### src/design/dds_header_mip_layout_macros.svh
// Assertion macros for the DDS header parser top level.
`ifndef DDS_HEADER_MIP_LAYOUT_MACROS_SVH
`define DDS_HEADER_MIP_LAYOUT_MACROS_SVH

// Same-cycle implication, sampled on clk, off during reset
`define DHML_ASSERT_SAME(lbl, ante, cons, msg) \
	lbl: assert property (@(posedge clk) disable iff (!arst_n) (ante) |-> (cons)) \
		else $error(msg);

// Next-cycle implication, sampled on clk, off during reset
`define DHML_ASSERT_NEXT(lbl, ante, cons, msg) \
	lbl: assert property (@(posedge clk) disable iff (!arst_n) (ante) |=> (cons)) \
		else $error(msg);

`endif

### src/design/ddshml_pkg.sv
// Types, codes and helpers for the DDS header parser and mip layout block.
`default_nettype none
package ddshml_pkg;

	localparam int MAX_LEVELS_DEF = 32;
	localparam int RESULT_CAP     = 32;

	localparam logic [31:0] MAGIC_DDS   = 32'h2053_4444;
	localparam logic [31:0] CC_DX10     = 32'h3031_5844;
	localparam logic [31:0] CC_DXT1     = 32'h3154_5844;
	localparam logic [31:0] CC_DXT3     = 32'h3354_5844;
	localparam logic [31:0] CC_DXT5     = 32'h3554_5844;
	localparam int          FOURCC_BIT  = 2;
	localparam logic [31:0] HDR_SIZE    = 32'd124;
	localparam logic [31:0] PF_SIZE     = 32'd32;
	localparam logic [7:0]  BASE_END    = 8'd128;
	localparam logic [7:0]  DX10_END    = 8'd148;
	localparam logic [31:0] DIM_UNKNOWN = 32'd0;
	localparam logic [31:0] DIM_TEX2D   = 32'd3;
	localparam logic [31:0] DXGI_BC1_LO = 32'd70;
	localparam logic [31:0] DXGI_BC1_HI = 32'd72;
	localparam logic [31:0] DXGI_BC2_LO = 32'd73;
	localparam logic [31:0] DXGI_BC2_HI = 32'd75;
	localparam logic [31:0] DXGI_BC3_LO = 32'd76;
	localparam logic [31:0] DXGI_BC3_HI = 32'd78;

	typedef enum logic [2:0] {
		ST_OK        = 3'd0,
		ST_MAGIC     = 3'd1,
		ST_SIZES     = 3'd2,
		ST_DIMENSION = 3'd3,
		ST_ARRAY     = 3'd4,
		ST_FORMAT    = 3'd5,
		ST_OVERFLOW  = 3'd6,
		ST_LEVELS    = 3'd7
	} status_t;

	typedef enum logic [1:0] {
		FMT_DXT1 = 2'd0,
		FMT_DXT3 = 2'd1,
		FMT_DXT5 = 2'd2
	} fmt_t;

	typedef enum logic [1:0] {
		S_IDLE,
		S_CHECK,
		S_LEVEL
	} state_t;

	// controller -> datapath
	typedef struct packed {
		logic load;
		logic check;
		logic step;
	} cmd_t;

	// datapath -> controller
	typedef struct packed {
		logic hdr_err;
		logic lvl_last;
	} sts_t;

	// 4x4 block count along one dimension; zero stays zero
	function automatic logic [14:0] blk_count(input logic [15:0] d);
		logic [16:0] s;
		s = {1'b0, d} + 17'd3;
		return s[16:2];
	endfunction

endpackage
`default_nettype wire

### src/design/ddshml_ctrl.sv
// Sequencing controller: accept, header check, one mip level per cycle.
`default_nettype none
module ddshml_ctrl (
	input  wire logic           clk,
	input  wire logic           arst_n,
	input  wire logic           start,
	input  wire ddshml_pkg::sts_t sts,
	output ddshml_pkg::cmd_t    cmd,
	output logic                busy
);
	import ddshml_pkg::*;

	state_t state_q, state_nx;

	// state register
	always_ff @(posedge clk or negedge arst_n) begin
		if (!arst_n) begin
			state_q <= S_IDLE;
		end else begin
			state_q <= state_nx;
		end
	end

	// next state
	always_comb begin
		state_nx = state_q;
		unique case (state_q)
			S_IDLE: begin
				if (start) state_nx = S_CHECK;
			end
			S_CHECK: begin
				state_nx = sts.hdr_err ? S_IDLE : S_LEVEL;
			end
			S_LEVEL: begin
				if (sts.lvl_last) state_nx = S_IDLE;
			end
			default: state_nx = S_IDLE;
		endcase
	end

	// commands
	always_comb begin
		cmd  = '0;
		busy = 1'b1;
		unique case (state_q)
			S_IDLE: begin
				busy     = 1'b0;
				cmd.load = start;
			end
			S_CHECK: cmd.check = 1'b1;
			S_LEVEL: cmd.step  = 1'b1;
			default: busy = 1'b0;
		endcase
	end

endmodule
`default_nettype wire

### src/design/ddshml_dp.sv
// Datapath: header word checks, level size multiplier, offset and result registers.
`default_nettype none
module ddshml_dp #(
	parameter int MAX_LEVELS = ddshml_pkg::MAX_LEVELS_DEF
) (
	input  wire logic           clk,
	input  wire logic           arst_n,
	input  wire ddshml_pkg::cmd_t cmd,
	output ddshml_pkg::sts_t    sts,
	input  wire logic [31:0]    file_magic,
	input  wire logic [31:0]    header_size,
	input  wire logic [31:0]    pixfmt_size,
	input  wire logic [31:0]    pixfmt_flags,
	input  wire logic [31:0]    four_cc,
	input  wire logic [31:0]    dimension,
	input  wire logic [31:0]    array_count,
	input  wire logic [31:0]    dxgi_code,
	input  wire logic [15:0]    base_width,
	input  wire logic [15:0]    base_height,
	input  wire logic [15:0]    level_count,
	input  wire logic [31:0]    file_bytes,
	output logic                strobe,
	output logic [2:0]          status,
	output logic [1:0]          block_format,
	output logic [4:0]          level_index,
	output logic [15:0]         level_width,
	output logic [15:0]         level_height,
	output logic [31:0]         level_offset,
	output logic [31:0]         level_bytes,
	output logic                last
);
	import ddshml_pkg::*;

	localparam int LIMIT = (MAX_LEVELS > RESULT_CAP) ? RESULT_CAP : MAX_LEVELS;

	// captured transaction
	logic [31:0] magic_q, hsize_q, psize_q, flags_q, cc_q, dim_q, arr_q, dxgi_q, fbytes_q;
	logic [15:0] bw_q, bh_q, lvl_q;

	// level walk
	fmt_t        fmt_q;
	logic [31:0] off_q, rem_q;
	logic [15:0] w_q, h_q;
	logic [4:0]  idx_q, last_idx_q;
	logic [29:0] prod_q;

	// result registers
	logic        strobe_q;
	status_t     status_q;
	fmt_t        ofmt_q;
	logic [4:0]  oidx_q;
	logic [15:0] ow_q, oh_q;
	logic [31:0] ooff_q, obytes_q;
	logic        olast_q;

	// header check
	status_t     hdr_sts;
	fmt_t        hdr_fmt;
	logic [7:0]  hdr_off;
	logic        dx10;
	logic [15:0] lvl_eff;

	always_comb begin
		hdr_sts = ST_OK;
		hdr_fmt = FMT_DXT1;
		hdr_off = BASE_END;
		dx10    = flags_q[FOURCC_BIT] && (cc_q == CC_DX10);
		lvl_eff = (lvl_q == 16'd0) ? 16'd1 : lvl_q;
		if (fbytes_q < 32'(BASE_END) || magic_q != MAGIC_DDS) begin
			hdr_sts = ST_MAGIC;
		end else if (hsize_q != HDR_SIZE || psize_q != PF_SIZE) begin
			hdr_sts = ST_SIZES;
		end else if (dx10) begin
			hdr_off = DX10_END;
			if (fbytes_q < 32'(DX10_END)) begin
				hdr_sts = ST_MAGIC;
			end else if (dim_q != DIM_TEX2D && dim_q != DIM_UNKNOWN) begin
				hdr_sts = ST_DIMENSION;
			end else if (arr_q > 32'd1) begin
				hdr_sts = ST_ARRAY;
			end else if (dxgi_q >= DXGI_BC1_LO && dxgi_q <= DXGI_BC1_HI) begin
				hdr_fmt = FMT_DXT1;
			end else if (dxgi_q >= DXGI_BC2_LO && dxgi_q <= DXGI_BC2_HI) begin
				hdr_fmt = FMT_DXT3;
			end else if (dxgi_q >= DXGI_BC3_LO && dxgi_q <= DXGI_BC3_HI) begin
				hdr_fmt = FMT_DXT5;
			end else begin
				hdr_sts = ST_FORMAT;
			end
		end else if (!flags_q[FOURCC_BIT]) begin
			hdr_sts = ST_FORMAT;
		end else if (cc_q == CC_DXT1) begin
			hdr_fmt = FMT_DXT1;
		end else if (cc_q == CC_DXT3) begin
			hdr_fmt = FMT_DXT3;
		end else if (cc_q == CC_DXT5) begin
			hdr_fmt = FMT_DXT5;
		end else begin
			hdr_sts = ST_FORMAT;
		end
		if (hdr_sts == ST_OK && lvl_eff > 16'(LIMIT)) hdr_sts = ST_LEVELS;
	end

	// current level size and fit test
	logic [33:0] size;
	logic        lvl_bad;
	logic [31:0] sat;
	logic [15:0] nw, nh;

	always_comb begin
		size    = (fmt_q == FMT_DXT1) ? {1'b0, prod_q, 3'b000} : {prod_q, 4'b0000};
		lvl_bad = (size == 34'd0) || (size > {2'b00, rem_q});
		sat     = (size[33:32] != 2'b00) ? 32'hFFFF_FFFF : size[31:0];
		nw      = (w_q[15:1] == 15'd0) ? 16'd1 : {1'b0, w_q[15:1]};
		nh      = (h_q[15:1] == 15'd0) ? 16'd1 : {1'b0, h_q[15:1]};
	end

	// shared block-count multiplier: base level on check, next level on step
	logic [14:0] mul_a, mul_b;
	assign mul_a = cmd.check ? blk_count(bw_q) : blk_count(nw);
	assign mul_b = cmd.check ? blk_count(bh_q) : blk_count(nh);

	assign sts.hdr_err  = (hdr_sts != ST_OK);
	assign sts.lvl_last = lvl_bad || (idx_q == last_idx_q);

	// capture and level walk
	always_ff @(posedge clk) begin
		if (cmd.load) begin
			magic_q  <= file_magic;
			hsize_q  <= header_size;
			psize_q  <= pixfmt_size;
			flags_q  <= pixfmt_flags;
			cc_q     <= four_cc;
			dim_q    <= dimension;
			arr_q    <= array_count;
			dxgi_q   <= dxgi_code;
			bw_q     <= base_width;
			bh_q     <= base_height;
			lvl_q    <= level_count;
			fbytes_q <= file_bytes;
		end
		if (cmd.check) begin
			fmt_q      <= hdr_fmt;
			off_q      <= 32'(hdr_off);
			rem_q      <= fbytes_q - 32'(hdr_off);
			w_q        <= bw_q;
			h_q        <= bh_q;
			idx_q      <= 5'd0;
			last_idx_q <= 5'(lvl_eff - 16'd1);
			prod_q     <= mul_a * mul_b;
		end else if (cmd.step) begin
			off_q  <= off_q + size[31:0];
			rem_q  <= rem_q - size[31:0];
			w_q    <= nw;
			h_q    <= nh;
			idx_q  <= idx_q + 5'd1;
			prod_q <= mul_a * mul_b;
		end
	end

	// result payload
	always_ff @(posedge clk) begin
		if (cmd.check && sts.hdr_err) begin
			status_q <= hdr_sts;
			ofmt_q   <= FMT_DXT1;
			oidx_q   <= 5'd0;
			ow_q     <= 16'd0;
			oh_q     <= 16'd0;
			ooff_q   <= 32'd0;
			obytes_q <= 32'd0;
			olast_q  <= 1'b1;
		end else if (cmd.step) begin
			status_q <= lvl_bad ? ST_OVERFLOW : ST_OK;
			ofmt_q   <= fmt_q;
			oidx_q   <= idx_q;
			ow_q     <= w_q;
			oh_q     <= h_q;
			ooff_q   <= off_q;
			obytes_q <= sat;
			olast_q  <= sts.lvl_last;
		end
	end

	// result strobe
	always_ff @(posedge clk or negedge arst_n) begin
		if (!arst_n) begin
			strobe_q <= 1'b0;
		end else begin
			strobe_q <= (cmd.check && sts.hdr_err) || cmd.step;
		end
	end

	assign strobe       = strobe_q;
	assign status       = status_q;
	assign block_format = ofmt_q;
	assign level_index  = oidx_q;
	assign level_width  = ow_q;
	assign level_height = oh_q;
	assign level_offset = ooff_q;
	assign level_bytes  = obytes_q;
	assign last         = olast_q;

endmodule
`default_nettype wire

### src/design/dds_header_mip_layout.sv
// Top level of the DDS texture header parser and mip level layout block.
//
//  channel  | handshake           | payload
//  ---------+---------------------+---------------------------------------------
//  header   | start, busy         | file_magic .. file_bytes (12 fields)
//  result   | strobe (one cycle)  | status, block_format, level_index, level_width,
//           |                     | level_height, level_offset, level_bytes, last
//
// A transaction is taken when start is high and busy is low. In the next cycle the
// header words are checked; a header error gives its single result the cycle after.
// Otherwise one mip level result follows per cycle; the shared block-count multiplier
// sets the one-level-per-cycle pace. Results cannot be stalled. Reset clears the
// controller and the strobe only.
`default_nettype none
`include "dds_header_mip_layout_macros.svh"
module dds_header_mip_layout #(
	parameter int MAX_LEVELS = ddshml_pkg::MAX_LEVELS_DEF
) (
	input  wire logic        clk,
	input  wire logic        arst_n,
	input  wire logic        start,
	output logic             busy,
	input  wire logic [31:0] file_magic,
	input  wire logic [31:0] header_size,
	input  wire logic [31:0] pixfmt_size,
	input  wire logic [31:0] pixfmt_flags,
	input  wire logic [31:0] four_cc,
	input  wire logic [31:0] dimension,
	input  wire logic [31:0] array_count,
	input  wire logic [31:0] dxgi_code,
	input  wire logic [15:0] base_width,
	input  wire logic [15:0] base_height,
	input  wire logic [15:0] level_count,
	input  wire logic [31:0] file_bytes,
	output logic             strobe,
	output logic [2:0]       status,
	output logic [1:0]       block_format,
	output logic [4:0]       level_index,
	output logic [15:0]      level_width,
	output logic [15:0]      level_height,
	output logic [31:0]      level_offset,
	output logic [31:0]      level_bytes,
	output logic             last
);
	import ddshml_pkg::*;

	cmd_t cmd;
	sts_t sts;

	ddshml_ctrl u_ctrl (
		.clk    (clk),
		.arst_n (arst_n),
		.start  (start),
		.sts    (sts),
		.cmd    (cmd),
		.busy   (busy)
	);

	ddshml_dp #(
		.MAX_LEVELS (MAX_LEVELS)
	) u_dp (
		.clk          (clk),
		.arst_n       (arst_n),
		.cmd          (cmd),
		.sts          (sts),
		.file_magic   (file_magic),
		.header_size  (header_size),
		.pixfmt_size  (pixfmt_size),
		.pixfmt_flags (pixfmt_flags),
		.four_cc      (four_cc),
		.dimension    (dimension),
		.array_count  (array_count),
		.dxgi_code    (dxgi_code),
		.base_width   (base_width),
		.base_height  (base_height),
		.level_count  (level_count),
		.file_bytes   (file_bytes),
		.strobe       (strobe),
		.status       (status),
		.block_format (block_format),
		.level_index  (level_index),
		.level_width  (level_width),
		.level_height (level_height),
		.level_offset (level_offset),
		.level_bytes  (level_bytes),
		.last         (last)
	);

	// checks
	`DHML_ASSERT_NEXT(a_accept_busy, start && !busy, busy, "accepted transaction not busy")
	`DHML_ASSERT_SAME(a_idle_after_last, $fell(busy), strobe && last, "busy dropped without last")
	`DHML_ASSERT_NEXT(a_levels_back_to_back, strobe && !last, strobe, "gap in level results")
	`DHML_ASSERT_SAME(a_error_ends_run, strobe && (status != ST_OK), last, "error result not last")

endmodule
`default_nettype wire
### config.mk
export PLATFORM = sky130hd
export DESIGN_NAME = dds_header_mip_layout
export DESIGN_NICKNAME = d
export VERILOG_FILES = /design/src/design/ddshml_pkg.sv /design/src/design/ddshml_ctrl.sv /design/src/design/ddshml_dp.sv /design/src/design/dds_header_mip_layout.sv
export VERILOG_INCLUDE_DIRS = /design/src /design/src/design
export SDC_FILE = /design/constraint.sdc
export NUM_CORES = 1
export LEC_CHECK = 0
export BUFFER_PORTS_ARGS = -buffer_cell sky130_fd_sc_hd__buf_4
export CAP_MARGIN = 10
export CORE_MARGIN = 2
export CORE_UTILIZATION = 45
export DETAILED_ROUTE_END_ITERATION = 6
export PLACE_DENSITY = 0.65
export SLEW_MARGIN = 20
export SYNTH_ARGS = -nofsm -noshare
export SYNTH_HDL_FRONTEND = slang
export SYNTH_SLANG_ARGS = --single-unit
export TNS_END_PERCENT = 30
### constraint.sdc
create_clock -name clk -period 9.6 [get_ports clk]
set_input_delay 0 -clock clk [delete_from_list [all_inputs] [get_ports clk]]
set_output_delay 0 -clock clk [all_outputs]
set_load 0.01 [all_outputs]
==> results of run 1 <==
[Yosys cell counts (65+ instances only)]
library cell and number:
a21oi_1 100, nand2_1 215, xnor2_1 92, mux2i_1 116
edfxtp_1 414, nor2_1 310, ha_1 187, o21ai_0 74
fa_1 169, clkbuf_1 65, inv_1 285, dfxtp_1 129
[layout make-up]
type                            count  area (µm²)
Clock buffer                       61        1440
Clock inverter                     46         526
Sequential cell                   546       15100
Inverter                          286        1070
Timing Repair Buffer              767        6550
Antenna cell                        9        22.5
Multi-Input combinational cell   1877       15200
Tap cell                          940        1180
Fill cell                        5642       28900
[sequential cells by signal (all words and copies together), names as in the netlist, 30 cells and up]
signal	cells
u_dp.dxgi_q	32
u_dp.psize_q	32
u_dp.dim_q	32
u_dp.arr_q	31
u_dp.level_bytes	30
u_dp.prod_q	30
u_dp.magic_q	32
u_dp.cc_q	32
u_dp.level_offset	30
u_dp.off_q	30
u_dp.hsize_q	32
u_dp.fbytes_q	32
u_dp.rem_q	32
[routing by layer]
layer / global-route usage / vias to the layer above
met5: 0 / -
met4: 0.0889 / 0
met3: 0.0433 / 168
met2: 0.435 / 812
met1: 0.309 / 11700
li1: - / 11300
[how the worst max path moves through the flow]
stage / start / to / cells after the start
2_1_floorplan: u_ctrl.state_q[0] / u_dp.arr_q[10] / 3
5_1_grt: u_dp.h_q[3] / u_dp.prod_q[29] / 27
4_1_cts: u_dp.h_q[3] / u_dp.prod_q[29] / 27
6_report: u_dp.h_q[3] / u_dp.prod_q[29] / 27
3_5_place_dp: u_dp.h_q[3] / u_dp.prod_q[29] / 27
3_3_place_gp: u_dp.h_q[3] / u_dp.prod_q[29] / 27
[kinds of logic (layout without fill, tap and decap cells)]
| logic type | count (synthesis) | in the layout |
|---|---|---|
| AO/OA/AOI/OAI | 399 | 399 |
| AND/OR/NAND/NOR | 824 | 824 |
| other | 1 | 11 |
| multiplexers | 146 | 146 |
| XOR/XNOR | 150 | 150 |
| adder cells (fa/ha/maj) | 356 | 356 |
| flip-flops | 546 | 546 |
| buffers and inverters | 378 | 1160 |
[through the flow]
stage          cells  instance area [µm²]   util
5_1_grt         4532                41100  0.587
3_3_place_gp    4108                36000  0.514
4_1_cts         4522                41000  0.586
3_5_place_dp    4108                36000  0.514
6_report        4532                41100  0.587
2_1_floorplan   2801                31700      -
[layout by cell type (no fill, tap or decap), drive strengths merged, types with 9 or more instances in the layout]
cell type	Yosys	final
dfxtp	129	129
and3	12	12
a311oi	29	29
or3	10	10
inv	286	290
mux2i	116	116
and4	10	10
nor2	310	310
xor2	58	58
ha	187	187
o21bai	16	16
fa	169	169
nand2b	21	21
a211oi	21	21
a21o	51	51
dlygate4sd3	0	307
clkbuf	65	61
nor2b	19	19
or2	12	12
and2	19	19
bufinv	0	9
o21ai	80	80
mux2	30	30
nor3	38	38
a21oi	100	100
nand2	215	215
nor4b	15	15
nand3	37	37
clkinv	0	29
nor4	58	58
xnor2	92	92
diode	0	9
o21a	27	27
edfxtp	414	414
buf	27	460
nand4	25	25
[worst max-delay path, cell delays in order, from the launching register on]
cell	delay [ns]
edfxtp_1	0.46
o21ai_0	0.24
nor4_1	0.72
nand4_1	0.27
nor2_1	0.21
nand2_1	0.13
xnor2_1	0.15
nor2_1	0.14
a21o_1	0.38
nor2_1	0.12
fa_1	0.48
fa_1	0.54
fa_1	0.52
fa_1	0.52
fa_1	0.54
inv_1	0.05
fa_1	0.53
inv_1	0.04
ha_1	0.36
nand2_1	0.11
or3_1	0.39
or2_2	0.32
o221a_2	0.31
a2111oi_1	0.59
nor4_1	0.16
o21bai_1	0.18
a21oi_1	0.09
xnor2_1	0.13
==> results.toml, run 1 <==
[cts]
insertion_delay_ns = 0.64
clk_path_buf_depth = 3
clk_pin_slew_ns = 0.06
cts_hold_buf = 307
cts_buffers = 57
cts_setup_buffers = 0
htree_num_levels = 2
cts_resized = 0
tritoncts = "built"
cts-root-buf = "clkbuf_16"
cts_num_sinks = 546

[worst_setup_path]
worstRegToRegCells = 27
reg2reg_setup_slack_ns = 0.60
cp-end-kind = "flip-flop"
start_kind = "flip-flop"
crit_type = "flip-flop to flip-flop"
r2r_start = "u_dp.h_q[3]"
arrival_ns = 9.33
critical_path.max_fanout = 9
cp.required_ns = 9.92
r2r_end = "u_dp.prod_q[29]"

[sta]
slew_headroom = 0.248
worst_slack_ns = 0.600
hold_viol = 0
finalCritPeriodShare = 0.938
post-route-min-period_ns = 9.00
fmax_mhz = 111
worstMarginPinSlew_ns = 1.12
rsz0062_at_grt = "no"
drv_slew = 0
finalSetupTns_ns = 0
holdWs_ns = 0.0740
setup_viol = 0
fin_skew_ns = 0.0569

[job]
max_cap_viol_count = 0

[yosys]
synth_compound_area_frac = 0.0849
synth-edff-count = 414
synth_area_um2 = 31700
synthAdderAreaFrac = 0.181
yosys.area.top_type = "edfxtp_1"
ys_async_sr_fraction = 0.00549
synth.top_cell.area_share = 0.392
synth.area.top_cells = "edfxtp_1 (39%), fa_1 (11%), dfxtp_1 (8.2%), ha_1 (7.4%), nor2_1 (3.7%)"
ys_ff_latch = 546
avgSynthCellArea_um2 = 11.3
synthesis.instances = 2800
synthMuxAreaShare = 0.0473
synth_xor_area_frac = 0.0415
synth-simple-area-share = 0.123
ys_warn_count = 0
synthFlopType = "edfxtp_1"
post_synth_num_cell_types = 87
synth_top_family_by_area = "adder cells"
yosysSeqAreaShare = 0.476

[drt]
met1_length_um = 37400
wl_um = 91300
wl_per_cell_um = 20.2
viasPerCell = 5.28
drtIter0Drc = 1512
wl_met3_um = 5250
ant_nets = 0
top_layer = "met4"
wl_met2_um = 45300
drc = 0
first_pass_iters = 7
vias = 23900

[die]
die_h_um = 269
initial_core_util = 0.453
core_area_um2 = 69900
rows = 97
fp.dieW_um = 269
die-area_um2 = 72500
io_pins = 448

[worst_hold_path]
hold_class = "primary input to flip-flop"
hold_depth = 2
worstHoldEndpoint = "u_dp.lvl_q[1]"
hold_start = "level_count[1]"

[global_routing]
grt-ovfl-total = 0
gr-usage-all-layers = 0.249
grt_max_degree = 89
antenna_found_initial = 9
grt_pass1_vias = 25000
grt_pass1_wl_um = 142000

[placement]
dp_hpwl_um = 66500
io_buffer_count = 413
dp_slack_ns = 0.776
gp_congestion = 0.945

[final_layout]
nNetsFinal = 4230
layout-drive-gt1-share = 0.171
area_delta_synth_final_pct = 29.6

[outcome]
status = "finished clean"
Power of run 1 is left out: the tool's default activity adds up to more than one toggle a clock period on the data nets, which glitch-free logic cannot reach.
==> run 2, diff against run 1 <==
--- a/config.mk
+++ b/config.mk
@@ -12,6 +12,7 @@
 export CORE_UTILIZATION = 45
 export DETAILED_ROUTE_END_ITERATION = 6
 export PLACE_DENSITY = 0.65
+export RECOVER_POWER = 25
 export SLEW_MARGIN = 20
 export SYNTH_ARGS = -nofsm -noshare
 export SYNTH_HDL_FRONTEND = slang
==> results.toml, run 2 (same netlist as run 1, synthesis figures left out) <==
[drt]
wl_um = 91200
met1_length_um = 37000
vias = 24000
wl_per_cell_um = 20.1
top_layer = "met4"
drtIter0Drc = 1554
drc = 0
ant_nets = 0
wl_met3_um = 5530
wl_met2_um = 45200
viasPerCell = 5.29
first_pass_iters = 5

[sta]
hold_viol = 0
fin_skew_ns = 0.0588
holdWs_ns = 0.0924
worstMarginPinSlew_ns = 1.10
fmax_mhz = 111
finalCritPeriodShare = 0.940
finalSetupTns_ns = 0
worst_slack_ns = 0.576
setup_viol = 0
post-route-min-period_ns = 9.02
slew_headroom = 0.260
drv_slew = 0
rsz0062_at_grt = "no"

[worst_setup_path]
crit_type = "flip-flop to flip-flop"
cpMostUsedCell = "fa_1"
slowest_stage = "nor4_1"
start_kind = "flip-flop"
critical_path.max_fanout = 9
arrival_ns = 9.35
cp-end-kind = "flip-flop"
max_stage_delay_ns = 0.73
cp.required_ns = 9.92

[final_layout]
nNetsFinal = 4230
seq_area_um2 = 15100
layout_common_cells = "edfxtp_1 (414), nor2_1 (310), dlygate4sd3_1 (307)"
postLayoutCellArea_um2 = 41000
final_common_cell = "edfxtp_1"
area_delta_synth_final_pct = 29.4
multiInputGateArea_um2 = 15200
layout-drive-gt1-share = 0.168
nFillCells = 5659

[global_routing]
grt_max_degree = 89
grt_pass1_wl_um = 142000
gr-usage-all-layers = 0.249
grt_pass1_vias = 25000
antenna_found_initial = 9
grt-ovfl-total = 0

[worst_hold_path]
hold_class = "primary input to flip-flop"

[die]
core_area_um2 = 69900
die-area_um2 = 72500
rows = 97
fp.dieW_um = 269
io_pins = 448
die_h_um = 269
initial_core_util = 0.453

[cts]
cts_resized = 0
clk_pin_slew_ns = 0.06
cts_buffers = 57
clk_path_buf_depth = 3
insertion_delay_ns = 0.64
htree_num_levels = 2
cts-root-buf = "clkbuf_16"
cts_num_sinks = 546
tritoncts = "built"

[placement]
gp_congestion = 0.945
dp_slack_ns = 0.776
io_buffer_count = 413
dp_hpwl_um = 66500
placed_cell_area_um2 = 36000

[outcome]
status = "finished clean"

[job]
max_cap_viol_count = 0
[run 2: layout make-up]
cell class,instances,area share
multi-input cells,1877,0.370
flip-flops and latches,546,0.368
repair buffers,767,0.159
clock buffers,61,0.0351
well taps,940,0.0287
inverters,286,0.0262
clock inverters,46,0.0128
diodes,9,0.000549
[run 2: metrics by stage]
step / instances / util
floorplan: 2801 / -
global placement: 4108 / 0.514
detailed placement: 4108 / 0.514
CTS: 4522 / 0.586
global route: 4532 / 0.587
finish: 4532 / 0.587
[run 2: path summary, 6_finish.rpt]
| kind | from | to | slack (ns) | cells after the start |
|---|---|---|---|---|
| min in group asynchronous | arst_n | u_ctrl.state_q[0] | 0.32 | 3 |
| max in group asynchronous | arst_n | u_dp.strobe | 9.10 | 3 |
| setup reg to reg | u_dp.h_q[3] | u_dp.prod_q[29] | 0.58 | 27 |
| hold / removal | level_count[1] | u_dp.lvl_q[1] | 0.09 | 2 |
| hold reg to reg | u_dp.level_bytes[13] | u_dp.level_bytes[13] | 0.48 | 2 |
| setup / recovery | u_dp.h_q[3] | u_dp.prod_q[29] | 0.58 | 27 |
[run 2: critical path: cells and delay by family (launching register included)]
family	cells	cell delay [ns]
AND/OR/NAND/NOR	10	2.56
XOR/XNOR	2	0.28
buffers and inverters	2	0.09
adder cells (fa/ha/maj)	7	3.49
flip-flops	1	0.46
AO/OA/AOI/OAI	6	1.84
[run 2: metal layers]
layer	GRT usage	up-vias
li1	-	11300
met1	0.309	11700
met2	0.435	837
met3	0.0433	175
met4	0.0889	0
met5	0	-
[run 2: what timing repair did]
action	4_1_cts	5_1_grt
buffers inserted	0	0
endpoints found under the hold margin	309	0
hold buffers	307	0
Power of run 2 is left out for the same reason.
==> run 3, diff against run 2 <==
--- a/config.mk
+++ b/config.mk
@@ -9,9 +9,9 @@
 export BUFFER_PORTS_ARGS = -buffer_cell sky130_fd_sc_hd__buf_4
 export CAP_MARGIN = 10
 export CORE_MARGIN = 2
-export CORE_UTILIZATION = 45
+export CORE_UTILIZATION = 30
 export DETAILED_ROUTE_END_ITERATION = 6
-export PLACE_DENSITY = 0.65
+export PLACE_DENSITY = 0.45
 export RECOVER_POWER = 25
 export SLEW_MARGIN = 20
 export SYNTH_ARGS = -nofsm -noshare
==> results.toml, run 3 (same netlist as run 1, synthesis figures left out) <==
[sta]
worst_slack_ns = 0.784
fmax_mhz = 113
finalSetupTns_ns = 0
rsz0062_at_grt = "no"
post-route-min-period_ns = 8.82
fin_skew_ns = 0.0354
slew_headroom = 0.237
finalCritPeriodShare = 0.918
drv_slew = 0
hold_viol = 0
worstMarginPinSlew_ns = 1.13
setup_viol = 0

[die]
rows = 119
die-area_um2 = 108000
initial_core_util = 0.302
fp.dieW_um = 329
io_pins = 448
core_area_um2 = 105000
die_h_um = 329

[final_layout]
final_cells = 5001
layout-drive-gt1-share = 0.172
final_common_cell = "edfxtp_1"
postLayoutCellArea_um2 = 42000
nFillCells = 10100
area_delta_synth_final_pct = 32.5
nNetsFinal = 4241
multiInputGateArea_um2 = 15200
layout_common_cells = "edfxtp_1 (414), nor2_1 (310), dlygate4sd3_1 (307)"
seq_area_um2 = 15100

[global_routing]
grt-ovfl-total = 0
grt_pass1_wl_um = 147000
met3_usage = 0.0434
grt_util_met2 = 0.301
busiest_layer = "met2"
antenna_found_initial = 14
grt_max_degree = 181
gr-usage-all-layers = 0.179
use_met1 = 0.226
grt_pass1_vias = 24900

[worst_setup_path]
r2r_end = "u_dp.prod_q[29]"
critical_path.max_fanout = 6
cp.required_ns = 9.98
crit_type = "flip-flop to flip-flop"
reg2reg_setup_slack_ns = 0.78
r2r_start = "u_dp.h_q[3]"
start_kind = "flip-flop"
arrival_ns = 9.20
cp-end-kind = "flip-flop"
worstRegToRegCells = 26

[drt]
viasPerCell = 4.67
ant_nets = 0
wl_per_cell_um = 19.4
wl_um = 96900
drc = 0
first_pass_iters = 5
drtIter0Drc = 1392
vias = 23400

[worst_hold_path]
hold_depth = 2
hold_start = "array_count[11]"
hold_class = "primary input to flip-flop"
worstHoldEndpoint = "u_dp.arr_q[11]"

[cts]
clk_pin_slew_ns = 0.06
cts_num_sinks = 546
htree_num_levels = 3
insertion_delay_ns = 0.65
cts-root-buf = "clkbuf_16"
tritoncts = "built"
cts_setup_buffers = 0
cts_resized = 0
clk_path_buf_depth = 3
cts_buffers = 69

[placement]
placed_cell_area_um2 = 36600
gp_congestion = 0.859
dp_cells = 4559
dp_slack_ns = 0.805
dp_hpwl_um = 74400
io_buffer_count = 413

[outcome]
status = "finished clean"

[job]
max_cap_viol_count = 0
run 3: changes by cell type in the layout (fill, tap and decap cells not counted), sizes merged:
| cell | before | now |
|---|---|---|
| diode | 9 | 11 |
| clkbuf | 328 | 352 |
| bufinv | 9 | 8 |
| clkinvlp | 4 | 1 |
| clkinv | 29 | 26 |
| buf | 193 | 192 |
run 3: cell type report:
| class | instances | share of cell area |
|---|---|---|
| diodes | 11 | 0.000656 |
| clock buffers | 85 | 0.0440 |
| clock inverters | 39 | 0.0121 |
| inverters | 286 | 0.0256 |
| multi-input cells | 1877 | 0.362 |
| flip-flops and latches | 546 | 0.359 |
| well taps | 1391 | 0.0415 |
| repair buffers | 766 | 0.155 |
run 3: what timing repair did:
action                                  CTS  global route
hold buffers                            307             0
endpoints found under the setup margin    0             0
endpoints found under the hold margin   309             0
run 3: how the worst max path moves through the flow:
stage                            from               to  slack, ns  cells past startpoint
finish                    u_dp.h_q[3]  u_dp.prod_q[29]       0.78                     26
global route              u_dp.h_q[2]  u_dp.prod_q[29]       0.23                     28
global placement          u_dp.h_q[3]  u_dp.prod_q[29]       0.79                     26
floorplan           u_ctrl.state_q[0]   u_dp.arr_q[10]       1.39                      3
CTS                       u_dp.h_q[3]  u_dp.prod_q[29]       0.81                     26
detailed placement        u_dp.h_q[3]  u_dp.prod_q[29]       0.81                     26
run 3: stage by stage:
step,util,hold WS (ns)
final,0.400,0.0943
after global placement,0.348,-0.202
after floorplan,-,-0.296
after detailed placement,0.348,-0.200
after CTS,0.400,0.0221
after global routing,0.400,0.0642
run 3: per-layer routing:
| layer | wire length (µm) | up-vias |
|---|---|---|
| met1 | 42200 | 11300 |
| met2 | 45600 | 647 |
| met4 | 2920 | 6 |
| li1 | - | 11300 |
| met3 | 6160 | 151 |
| met5 | 34 | - |
run 3: worst max-delay path: stages, from the launching register on:
cell and delay, ns:
edfxtp_1 0.44, o21ai_0 0.22, nor4_1 0.71, nand4_1 0.24, nor2_1 0.20, nand2_1 0.12
o21ai_0 0.64, nand2b_1 0.16, fa_1 0.55, fa_1 0.55, inv_1 0.05, fa_1 0.50
fa_1 0.52, fa_1 0.55, inv_1 0.05, fa_1 0.52, inv_1 0.04, ha_1 0.36
nand2_1 0.09, or3_1 0.34, or2_2 0.31, o221a_2 0.32, a2111oi_1 0.57, nor4_1 0.15
o21bai_1 0.18, a21oi_1 0.09, xnor2_1 0.12
Power of run 3 is left out for the same reason.
